### src/rtl/assert_macros.svh
// ----------------------------------------------------------------------------
// Assertion macros
// Shared concurrent assertion wrappers. Each expects clk_i and rst_ni in scope.
// ----------------------------------------------------------------------------
`ifndef ASSERT_MACROS_SVH
`define ASSERT_MACROS_SVH

// Property must hold at every clock edge outside reset
`define PTS_ASSERT(lbl, prop, msg) \
  lbl: assert property (@(posedge clk_i) disable iff (!rst_ni) (prop)) else $error(msg);

// Expression must never be true outside reset
`define PTS_ASSERT_NEVER(lbl, expr, msg) \
  lbl: assert property (@(posedge clk_i) disable iff (!rst_ni) !(expr)) else $error(msg);

`endif

### src/rtl/pts_pkg.sv
// ----------------------------------------------------------------------------
// Task scheduler package
// Sizes, codes and transaction types shared by the scheduler modules.
// ----------------------------------------------------------------------------
package pts_pkg;

  // Number of task slots; the idle slot sits at index TASKS
  localparam int TASKS      = 8;
  localparam int SlotW      = $clog2(TASKS);
  localparam int TaskIdxW   = $clog2(TASKS + 1);
  localparam int QueueDepth = 2;
  localparam int QPtrW      = $clog2(QueueDepth);
  localparam int QCntW      = $clog2(QueueDepth + 1);

  localparam logic [TaskIdxW-1:0] TaskIdle = TaskIdxW'(TASKS);

  // Event codes on the input mode field
  localparam logic [2:0] ModeTick    = 3'd0;
  localparam logic [2:0] ModeSched   = 3'd1;
  localparam logic [2:0] ModeCreate  = 3'd2;
  localparam logic [2:0] ModeDelay   = 3'd3;
  localparam logic [2:0] ModeBlock   = 3'd4;
  localparam logic [2:0] ModeUnblock = 3'd5;

  // Per-slot task state
  typedef enum logic [1:0] {
    StRun  = 2'd0,
    StBlk  = 2'd1,
    StRdy  = 2'd2,
    StFree = 2'd3
  } task_state_e;

  // Result status codes
  typedef enum logic [1:0] {
    StatusOk       = 2'd0,
    StatusPrioZero = 2'd1,
    StatusNoSlot   = 2'd2
  } status_e;

  // Classified operation handed from front to back
  typedef enum logic [2:0] {
    OpTick       = 3'd0,
    OpSched      = 3'd1,
    OpCreate     = 3'd2,
    OpRejectPrio = 3'd3,
    OpDelay      = 3'd4,
    OpBlock      = 3'd5,
    OpUnblock    = 3'd6,
    OpNop        = 3'd7
  } op_e;

  typedef struct packed {
    logic [2:0]  mode;
    logic [2:0]  task_id;
    logic [7:0]  priority_req;
    logic [31:0] target_tick;
  } in_t;

  typedef struct packed {
    logic [3:0]  running_task;
    logic [1:0]  status;
    logic [2:0]  new_task;
    logic [31:0] tick_count;
  } out_t;

  typedef struct packed {
    op_e              op;
    logic [SlotW-1:0] slot;
    logic [7:0]       prio;
    logic [31:0]      target;
  } cmd_t;

  typedef struct packed {
    logic full;
    logic empty;
  } q_status_t;

endpackage

### src/rtl/pts_front.sv
// ----------------------------------------------------------------------------
// Scheduler front end
// Registers incoming events and classifies them into back-end commands.
// ----------------------------------------------------------------------------
module pts_front (
  input  logic              clk_i,
  input  logic              rst_ni,
  input  logic              in_valid_i,
  output logic              in_stall_o,
  input  pts_pkg::in_t      in_data_i,
  input  pts_pkg::q_status_t q_status_i,
  output logic              push_o,
  output pts_pkg::cmd_t     cmd_o
);
  import pts_pkg::*;

  logic valid_q, valid_d;
  cmd_t cmd_q, cmd_d;
  logic accept;

  // Hold a classified command until the queue takes it
  assign push_o     = valid_q && !q_status_i.full;
  assign in_stall_o = valid_q && q_status_i.full;
  assign accept     = in_valid_i && !in_stall_o;
  assign cmd_o      = cmd_q;

  // Classify the event
  always_comb begin
    cmd_d.slot   = SlotW'(in_data_i.task_id);
    cmd_d.prio   = in_data_i.priority_req;
    cmd_d.target = in_data_i.target_tick;
    unique case (in_data_i.mode)
      ModeTick:   cmd_d.op = OpTick;
      ModeSched:  cmd_d.op = OpSched;
      ModeCreate: cmd_d.op = (in_data_i.priority_req == 8'd0) ? OpRejectPrio : OpCreate;
      ModeDelay:  cmd_d.op = OpDelay;
      ModeBlock:  cmd_d.op = OpBlock;
      ModeUnblock: begin
        // out-of-range slot is a no-op
        cmd_d.op = ({29'd0, in_data_i.task_id} < 32'(TASKS)) ? OpUnblock : OpNop;
      end
      default:    cmd_d.op = OpNop;
    endcase
  end

  always_comb begin
    valid_d = valid_q;
    if (accept) begin
      valid_d = 1'b1;
    end else if (push_o) begin
      valid_d = 1'b0;
    end
  end

  always_ff @(posedge clk_i or negedge rst_ni) begin
    if (!rst_ni) begin
      valid_q <= 1'b0;
    end else begin
      valid_q <= valid_d;
    end
  end

  always_ff @(posedge clk_i) begin
    if (accept) begin
      cmd_q <= cmd_d;
    end
  end

endmodule

### src/rtl/pts_queue.sv
// ----------------------------------------------------------------------------
// Scheduler command queue
// Short FIFO decoupling the classifying front end from the executing back end.
// ----------------------------------------------------------------------------
`include "assert_macros.svh"

module pts_queue (
  input  logic               clk_i,
  input  logic               rst_ni,
  input  logic               push_i,
  input  pts_pkg::cmd_t      push_data_i,
  input  logic               pop_i,
  output pts_pkg::cmd_t      pop_data_o,
  output pts_pkg::q_status_t status_o
);
  import pts_pkg::*;

  cmd_t             mem [QueueDepth];
  logic [QPtrW-1:0] wr_ptr_q, wr_ptr_d;
  logic [QPtrW-1:0] rd_ptr_q, rd_ptr_d;
  logic [QCntW-1:0] count_q, count_d;

  assign status_o.full  = (count_q == QCntW'(QueueDepth));
  assign status_o.empty = (count_q == '0);
  assign pop_data_o     = mem[rd_ptr_q];

  // Pointer and fill tracking
  always_comb begin
    wr_ptr_d = push_i ? QPtrW'(wr_ptr_q + 1'b1) : wr_ptr_q;
    rd_ptr_d = pop_i  ? QPtrW'(rd_ptr_q + 1'b1) : rd_ptr_q;
    count_d  = count_q;
    if (push_i && !pop_i) begin
      count_d = QCntW'(count_q + 1'b1);
    end else if (pop_i && !push_i) begin
      count_d = QCntW'(count_q - 1'b1);
    end
  end

  always_ff @(posedge clk_i or negedge rst_ni) begin
    if (!rst_ni) begin
      wr_ptr_q <= '0;
      rd_ptr_q <= '0;
      count_q  <= '0;
    end else begin
      wr_ptr_q <= wr_ptr_d;
      rd_ptr_q <= rd_ptr_d;
      count_q  <= count_d;
    end
  end

  always_ff @(posedge clk_i) begin
    if (push_i) begin
      mem[wr_ptr_q] <= push_data_i;
    end
  end

  `PTS_ASSERT_NEVER(a_q_pop_empty, pop_i && status_o.empty, "queue popped while empty")
  `PTS_ASSERT_NEVER(a_q_push_full, push_i && status_o.full, "queue pushed while full")
  `PTS_ASSERT(a_q_count_range, count_q <= QCntW'(QueueDepth), "queue count out of range")

endmodule

### src/rtl/pts_back.sv
// ----------------------------------------------------------------------------
// Scheduler back end
// Holds the task table and executes commands; reschedule scans one slot a cycle.
// ----------------------------------------------------------------------------
`include "assert_macros.svh"

module pts_back (
  input  logic               clk_i,
  input  logic               rst_ni,
  input  pts_pkg::q_status_t q_status_i,
  input  pts_pkg::cmd_t      cmd_i,
  output logic               pop_o,
  output logic               out_valid_o,
  input  logic               out_stall_i,
  output pts_pkg::out_t      out_data_o
);
  import pts_pkg::*;

  typedef enum logic [2:0] {
    BackIdle = 3'b001,
    BackScan = 3'b010,
    BackFin  = 3'b100
  } back_state_e;

  back_state_e fsm_q, fsm_d;

  // Task table
  task_state_e tstate_q [TASKS+1];
  task_state_e tstate_d [TASKS+1];
  logic [7:0]  prio_q   [TASKS+1];
  logic [7:0]  prio_d   [TASKS+1];
  logic        flag_q   [TASKS];
  logic        flag_d   [TASKS];
  logic [31:0] cd_q     [TASKS];
  logic [31:0] cd_d     [TASKS];

  logic [TaskIdxW-1:0] cur_q, cur_d;
  logic [31:0]         tick_q, tick_d;

  // Scan registers
  logic [SlotW-1:0]    idx_q, idx_d;
  logic [SlotW-1:0]    cnt_q, cnt_d;
  logic [7:0]          best_q, best_d;
  logic [TaskIdxW-1:0] pick_q, pick_d;

  // Result register
  logic out_valid_q, out_valid_d;
  out_t out_q, out_d;
  logic load;

  // Helpers
  logic                free_found;
  logic [SlotW-1:0]    low_free;
  logic [31:0]         delay_diff;
  logic [31:0]         delay_cd;
  logic [SlotW-1:0]    cur_slot;
  logic [SlotW-1:0]    start_idx;
  logic [TaskIdxW-1:0] scan_entry;
  logic [TaskIdxW-1:0] fin_pick;
  logic                cur_is_task;

  assign out_valid_o = out_valid_q;
  assign out_data_o  = out_q;
  assign pop_o = (fsm_q == BackIdle) && !q_status_i.empty && (!out_valid_q || !out_stall_i);

  assign cur_is_task = (cur_q < TaskIdle);
  assign cur_slot    = SlotW'(cur_q);
  assign start_idx   = (!cur_is_task || cur_slot == SlotW'(TASKS - 1)) ? '0
                                                                       : SlotW'(cur_slot + 1'b1);
  assign scan_entry  = TaskIdxW'(idx_q);
  assign fin_pick    = (best_q == 8'd0) ? TaskIdle : pick_q;

  // Past or present target wakes on the next tick
  assign delay_diff = cmd_i.target - tick_q;
  assign delay_cd   = (delay_diff == 32'd0 || delay_diff[31]) ? 32'd1 : delay_diff;

  // Lowest free slot
  always_comb begin
    free_found = 1'b0;
    low_free   = '0;
    for (int i = TASKS - 1; i >= 0; i--) begin
      if (tstate_q[i] == StFree) begin
        free_found = 1'b1;
        low_free   = SlotW'(i);
      end
    end
  end

  // Command execution and scan sequencing
  always_comb begin
    fsm_d  = fsm_q;
    cur_d  = cur_q;
    tick_d = tick_q;
    idx_d  = idx_q;
    cnt_d  = cnt_q;
    best_d = best_q;
    pick_d = pick_q;
    load   = 1'b0;
    for (int i = 0; i <= TASKS; i++) begin
      tstate_d[i] = tstate_q[i];
      prio_d[i]   = prio_q[i];
    end
    for (int i = 0; i < TASKS; i++) begin
      flag_d[i] = flag_q[i];
      cd_d[i]   = cd_q[i];
    end
    out_d.status   = StatusOk;
    out_d.new_task = '0;

    unique case (fsm_q)
      BackIdle: begin
        if (pop_o) begin
          load = 1'b1;
          unique case (cmd_i.op)
            OpTick: begin
              tick_d = tick_q + 32'd1;
              for (int i = 0; i < TASKS; i++) begin
                if (flag_q[i]) begin
                  cd_d[i] = cd_q[i] - 32'd1;
                  if (cd_q[i] == 32'd1) begin
                    flag_d[i]   = 1'b0;
                    tstate_d[i] = StRdy;
                  end
                end
              end
            end
            OpSched: begin
              load = 1'b0;
              if (tstate_q[cur_q] == StRun) begin
                tstate_d[cur_q] = StRdy;
              end
              idx_d  = start_idx;
              cnt_d  = '0;
              best_d = 8'd0;
              pick_d = TaskIdle;
              fsm_d  = BackScan;
            end
            OpCreate: begin
              if (!free_found) begin
                out_d.status = StatusNoSlot;
              end else begin
                tstate_d[TaskIdxW'(low_free)] = StRdy;
                prio_d[TaskIdxW'(low_free)]   = cmd_i.prio;
                flag_d[low_free]              = 1'b0;
                cd_d[low_free]                = 32'd0;
                out_d.new_task                = 3'(low_free);
              end
            end
            OpRejectPrio: begin
              out_d.status = StatusPrioZero;
            end
            OpDelay: begin
              if (cur_is_task) begin
                cd_d[cur_slot]   = delay_cd;
                flag_d[cur_slot] = 1'b1;
                tstate_d[cur_q]  = StBlk;
              end
            end
            OpBlock: begin
              if (cur_is_task) begin
                tstate_d[cur_q] = StBlk;
              end
            end
            OpUnblock: begin
              if (tstate_q[TaskIdxW'(cmd_i.slot)] == StBlk) begin
                tstate_d[TaskIdxW'(cmd_i.slot)] = StRdy;
              end
            end
            default: begin
            end
          endcase
        end
      end
      BackScan: begin
        // one slot per cycle, strictly higher priority wins
        if (tstate_q[scan_entry] == StRdy && prio_q[scan_entry] > best_q) begin
          best_d = prio_q[scan_entry];
          pick_d = scan_entry;
        end
        idx_d = (idx_q == SlotW'(TASKS - 1)) ? '0 : SlotW'(idx_q + 1'b1);
        cnt_d = SlotW'(cnt_q + 1'b1);
        if (cnt_q == SlotW'(TASKS - 1)) begin
          fsm_d = BackFin;
        end
      end
      BackFin: begin
        tstate_d[fin_pick] = StRun;
        cur_d              = fin_pick;
        load               = 1'b1;
        fsm_d              = BackIdle;
      end
      default: begin
        fsm_d = BackIdle;
      end
    endcase

    out_d.running_task = 4'(cur_d);
    out_d.tick_count   = tick_d;
  end

  // Result register handshake
  always_comb begin
    out_valid_d = out_valid_q;
    if (load) begin
      out_valid_d = 1'b1;
    end else if (!out_stall_i) begin
      out_valid_d = 1'b0;
    end
  end

  always_ff @(posedge clk_i or negedge rst_ni) begin
    if (!rst_ni) begin
      fsm_q       <= BackIdle;
      cur_q       <= TaskIdle;
      tick_q      <= 32'd0;
      out_valid_q <= 1'b0;
      idx_q       <= '0;
      cnt_q       <= '0;
      best_q      <= 8'd0;
      pick_q      <= TaskIdle;
      for (int i = 0; i <= TASKS; i++) begin
        tstate_q[i] <= (i == TASKS) ? StRun : StFree;
        prio_q[i]   <= 8'd0;
      end
      for (int i = 0; i < TASKS; i++) begin
        flag_q[i] <= 1'b0;
        cd_q[i]   <= 32'd0;
      end
    end else begin
      fsm_q       <= fsm_d;
      cur_q       <= cur_d;
      tick_q      <= tick_d;
      out_valid_q <= out_valid_d;
      idx_q       <= idx_d;
      cnt_q       <= cnt_d;
      best_q      <= best_d;
      pick_q      <= pick_d;
      for (int i = 0; i <= TASKS; i++) begin
        tstate_q[i] <= tstate_d[i];
        prio_q[i]   <= prio_d[i];
      end
      for (int i = 0; i < TASKS; i++) begin
        flag_q[i] <= flag_d[i];
        cd_q[i]   <= cd_d[i];
      end
    end
  end

  always_ff @(posedge clk_i) begin
    if (load) begin
      out_q <= out_d;
    end
  end

  `PTS_ASSERT_NEVER(a_back_cur_range, cur_q > TaskIdle, "current task index out of range")
  `PTS_ASSERT(a_back_fin_runs, (fsm_q == BackFin) |=> (tstate_q[cur_q] == StRun),
              "picked task not marked running")
  `PTS_ASSERT(a_back_load_src,
              $rose(out_valid_q) |-> ($past(fsm_q == BackIdle) || $past(fsm_q == BackFin)),
              "result loaded outside idle or finish")

endmodule

### src/rtl/priority_task_scheduler.sv
// ----------------------------------------------------------------------------
// Priority task scheduler
// Task table of a small real-time kernel with round robin priority selection.
// ----------------------------------------------------------------------------
// Usage:
//   Input channel carries one kernel event per transaction (tick, reschedule,
//   create, delay, block, unblock). Output channel returns exactly one result
//   per event: running task, status, created slot and the tick counter.
//   Both channels use valid/stall; a transaction completes when valid is high
//   and stall is low.
//   Path: a front register and a two-entry command queue lead into the
//   back end, which registers each result. A reschedule walks the task
//   table one slot per cycle in its scan state, then marks the winner
//   running in its finish state before the result is loaded.
//   Throughput: unless the output stalls, the back end retires one simple
//   event per cycle; a reschedule holds it through the scan and finish.
//   Reset: all slots free, the idle slot running, tick counter zero.
//   Output stall: the result register holds; the back end waits, the queue
//   fills and the input then stalls.
// ----------------------------------------------------------------------------
module priority_task_scheduler (
  input  logic          clk_i,
  input  logic          rst_ni,
  input  logic          in_valid_i,
  output logic          in_stall_o,
  input  pts_pkg::in_t  in_data_i,
  output logic          out_valid_o,
  input  logic          out_stall_i,
  output pts_pkg::out_t out_data_o
);
  import pts_pkg::*;

  q_status_t q_status;
  logic      push;
  logic      pop;
  cmd_t      front_cmd;
  cmd_t      back_cmd;

  // Accept and classify
  pts_front u_front (
    .clk_i      (clk_i),
    .rst_ni     (rst_ni),
    .in_valid_i (in_valid_i),
    .in_stall_o (in_stall_o),
    .in_data_i  (in_data_i),
    .q_status_i (q_status),
    .push_o     (push),
    .cmd_o      (front_cmd)
  );

  // Decoupling queue
  pts_queue u_queue (
    .clk_i       (clk_i),
    .rst_ni      (rst_ni),
    .push_i      (push),
    .push_data_i (front_cmd),
    .pop_i       (pop),
    .pop_data_o  (back_cmd),
    .status_o    (q_status)
  );

  // Execute against the task table
  pts_back u_back (
    .clk_i       (clk_i),
    .rst_ni      (rst_ni),
    .q_status_i  (q_status),
    .cmd_i       (back_cmd),
    .pop_o       (pop),
    .out_valid_o (out_valid_o),
    .out_stall_i (out_stall_i),
    .out_data_o  (out_data_o)
  );

endmodule
### config.mk
export PLATFORM = sky130hd
export DESIGN_NAME = priority_task_scheduler
export DESIGN_NICKNAME = d
export VERILOG_FILES = /design/src/rtl/pts_pkg.sv /design/src/rtl/pts_front.sv /design/src/rtl/pts_queue.sv /design/src/rtl/pts_back.sv /design/src/rtl/priority_task_scheduler.sv
export VERILOG_INCLUDE_DIRS = /design/src /design/src/rtl
export SDC_FILE = /design/constraint.sdc
export NUM_CORES = 2
export LEC_CHECK = 0
export BUFFER_PORTS_ARGS = -buffer_cell sky130_fd_sc_hd__buf_4
export CAP_MARGIN = 15
export CORE_MARGIN = 2
export CORE_UTILIZATION = 55
export DETAILED_ROUTE_END_ITERATION = 10
export GPL_TIMING_DRIVEN = 1
export PLACE_DENSITY = 0.73
export SYNTH_ARGS = -nofsm -noshare
export SYNTH_HDL_FRONTEND = slang
export SYNTH_SLANG_ARGS = --single-unit
### constraint.sdc
create_clock -name clk_i -period 6.17 [get_ports clk_i]
set_clock_uncertainty 0.1 [all_clocks]
set_input_delay 1.234 -clock clk_i [delete_from_list [all_inputs] [get_ports clk_i]]
set_output_delay 1.234 -clock clk_i [all_outputs]
set_load 0.005 [all_outputs]
==> results.toml <==
[synth]
synth_top_area_share = 0.298
yosysWarningCount = 0
ys_top_cells_by_area = "dfrtp_1, edfxtp_1, o21ai_0, nand2_1, a21oi_1"
synth_fa_ha_area_frac = 0.0270
synth_ff_type = "dfrtp_1"
yosys.area.top_type = "dfrtp_1"
yosysUniqueCellTypes = 109
async_flop_share = 0.696
syn_area_per_cell_um2 = 9.20
synth_area_um2 = 32700
synth-seq-cells = 588
ys_seq_area_frac = 0.477
synth_edf_count = 179
synth_compound_area_frac = 0.217
synth_top_family_by_area = "compound AO/OA/AOI/OAI gates"
synthMuxAreaShare = 0.0349
synth_nets = 3678
synthXorXnorAreaFrac = 0.0144
synthSimpleGateAreaFrac = 0.196
synth_cells = 3558

[worst_setup_path]
cp_top_family = "compound AO/OA/AOI/OAI gates"
cp_slowest_cell = "xnor2_2"
timing.rr.end = "u_back.cd_q[7]"
crit_required_ps = 6530
ff2ff_path_depth = 14
crit_end = "u_back.cd_q[7]"
path_max_fanout = 29
path_depth = 14
setup.worst_path.start = "u_queue.rd_ptr_q"
path_class = "flip-flop to flip-flop"
rr_startpoint = "u_queue.rd_ptr_q"
cp_cell_sequence = "mux2_2 -> ha_1 -> a21oi_1 -> o21ai_0 -> o31ai_1 -> a31oi_4 -> xnor2_2 -> o311ai_1 -> nor4_1 -> nand4_1 -> nand2b_2 -> buf_4 -> nand2b_1 -> o221ai_1"
critPathMaxStageDelay_ps = 860
path_buf_inv = 1
cp.arrival_ps = 6250
end_kind = "flip-flop"
r2r_slack_ps = 280
start_kind = "flip-flop"

[cells_and_area]
regArea_um2 = 15600
final_layout_size_suffix_gt1_frac = 0.116
multi_input_area_um2 = 16100
syn2layout_area_growth_pct = 11.4
final_cell_mix = "nand2_1, o21ai_0, dfrtp_1"
nets = 3744
nFillCells = 4949
stdcell_area_um2 = 36500
layout_commonest_cell = "nand2_1"

[grt]
grt_pass1_vias = 27600
grt_pass1_wl_mm = 158
grt_antenna_before_repair = 2
grt_use_total = 0.330
grt.overflow.total = 0
grt_max_degree = 118

[sta]
rsz0062_at_grt = "no"
fin_crit_ps = 5890
tns_ps = 0
worst_slack_ps = 283
fmax_ghz = 0.170
drv_slew = 0
setup-violations-final = 0
max_slew_margin = 0.244
hold_viol = 0
fin_crit_sh = 0.954
tightest_slew_ps = 1120

[placement]
place_hpwl_mm = 68.6
gp_congestion = 0.978
io_buffers = 92
pre_cts_slack_ps = 410
dpl_cell_area_um2 = 34400

[clock_tree]
post-cts-setup-buffers = 0
cts_buffers = 61
cts_tree = "built"
postCtsHoldBufs = 0
clk_pin_slew_ps = 60
cts_max_path_buffers = 3
clockRootBuffer = "clkbuf_16"
ctsResizeCount = 0
clk_latency_ps = 650
cts_htree_levels = 2
numClockSinks = 588

[power_and_ir_drop]
p_comb_frac = 0.508
peakVddDrop_mv = 0.520
p_int_mw = 10.9
p_seq_frac = 0.309
swShare = 0.479
switchingPower_mw = 10.0
p_per_area_nw_per_um2 = 573
leakagePower_nw = 14.4
power_mw = 20.9
clkPwrFrac = 0.183

[detailed_routing]
wire_per_inst_um = 22.8
wl_mm = 101
firstDrtPassIters = 6
dr.first_iter.drc_count = 3640
postRouteAntennaNets = 0
remaining_drc_errors = 0
routed_via_density = 6.60
via_count = 29400

[floorplanning]
die_w_um = 248
core_um2 = 58900
die_h_um = 248
die_area_um2 = 61500
num_rows = 89
io_pins = 93
initial_core_util = 0.556

[hold_path]
worst_hold_path_type = "flip-flop to flip-flop"

[status]
status = "completed"

[flow_run]
drv_cap = 0
[synthesized netlist by cell type (30+ instances only)]
cell      instances
nand3_1          75
a21oi_1         245
nor3_1          155
or3_1            49
clkbuf_1        119
o221ai_1         89
buf_2            30
inv_1            82
mux2_2           36
o21ai_0         434
a21o_1           50
dfrtp_1         390
edfxtp_1        179
a31oi_1          36
nand2_1         546
nor2_1          256
ha_1             69
xnor2_1          47
a22oi_1          34
nor4_1           81
[layout make-up]
type	count	area share
clock inverters	28	0.00875
clock buffers	86	0.0477
well taps	773	0.0265
diodes	1	0.0000686
inverters	85	0.00875
flip-flops and latches	588	0.429
multi-input cells	2710	0.441
repair buffers	178	0.0381
[kinds of logic (layout without fill, tap and decap cells)]
group                    Yosys count  count (layout)
AO/OA/AOI/OAI                   1137            1137
XOR/XNOR                          53              53
adder cells (fa/ha/maj)           70              70
buffers and inverters            260             377
flip-flops                       588             588
multiplexers                      85              85
other                              0               1
AND/OR/NAND/NOR                 1365            1365
[worst min-delay path by stage]
stage	from	slack (ps)	depth (start not counted)	end
floorplan	u_front.cmd_o[0]	320	0	u_queue.mem[0][0]
global placement	u_front.cmd_o[2]	320	0	u_queue.mem[0][2]
detailed placement	u_front.cmd_o[18]	330	0	u_queue.mem[1][18]
CTS	u_front.cmd_o[37]	340	0	u_queue.mem[0][37]
global route	u_front.cmd_o[18]	350	0	u_queue.mem[0][18]
finish	u_front.cmd_o[18]	340	0	u_queue.mem[1][18]
[per-stage QoR]
stage	std cells	util	hold WS, ps
2_1_floorplan	3558	-	321
3_3_place_gp	4331	0.583	323
3_5_place_dp	4331	0.583	330
4_1_cts	4445	0.618	344
5_1_grt	4448	0.619	350
6_report	4449	0.619	345
[worst register-to-register path, stage by stage (launching register included)]
cell and delay, ps:
dfrtp_2 800, mux2_2 440, ha_1 380, a21oi_1 210, o21ai_0 280, o31ai_1 470, a31oi_4 80, xnor2_2 860
o311ai_1 220, nor4_1 370, nand4_1 240, nand2b_2 190, buf_4 280, nand2b_1 550, o221ai_1 230
[layer usage]
layer  wire (um)  GRT usage  vias to the layer above
met3        9970     0.0599                      298
met2       44400      0.491                     1506
met4        5110      0.163                        2
li1            -          -                    13400
met1       41800      0.467                    14200
met5          10          0                        -
[state kept, by name, indices dropped and copies added, names as in the netlist, 2 cells and up, named ones only]
signal,flops
u_back.flag_q,8
u_queue.mem,92
u_back.pick_q,4
u_back.tick_q,32
u_front.cmd_o,46
u_back.idx_q,3
u_back.prio_q,64
u_back.cur_q,4
u_back.best_q,8
u_back.cd_q,256
u_back.fsm_q,3
u_back.tstate_q,16
u_back.cnt_q,3
u_queue.count_q,2
u_back.out_data_o,41
[power groups by stage]
stage	Combinational (mW)	Sequential (mW)	Clock, mW
CTS	10.3	6.41	3.86
global placement	10.1	6.44	0
global route	11.4	6.61	4.03
floorplan	6.60	6.09	0
finish	10.6	6.45	3.82
detailed placement	10.2	6.45	0
No activity file was read; power rests on OpenSTA's default activity.
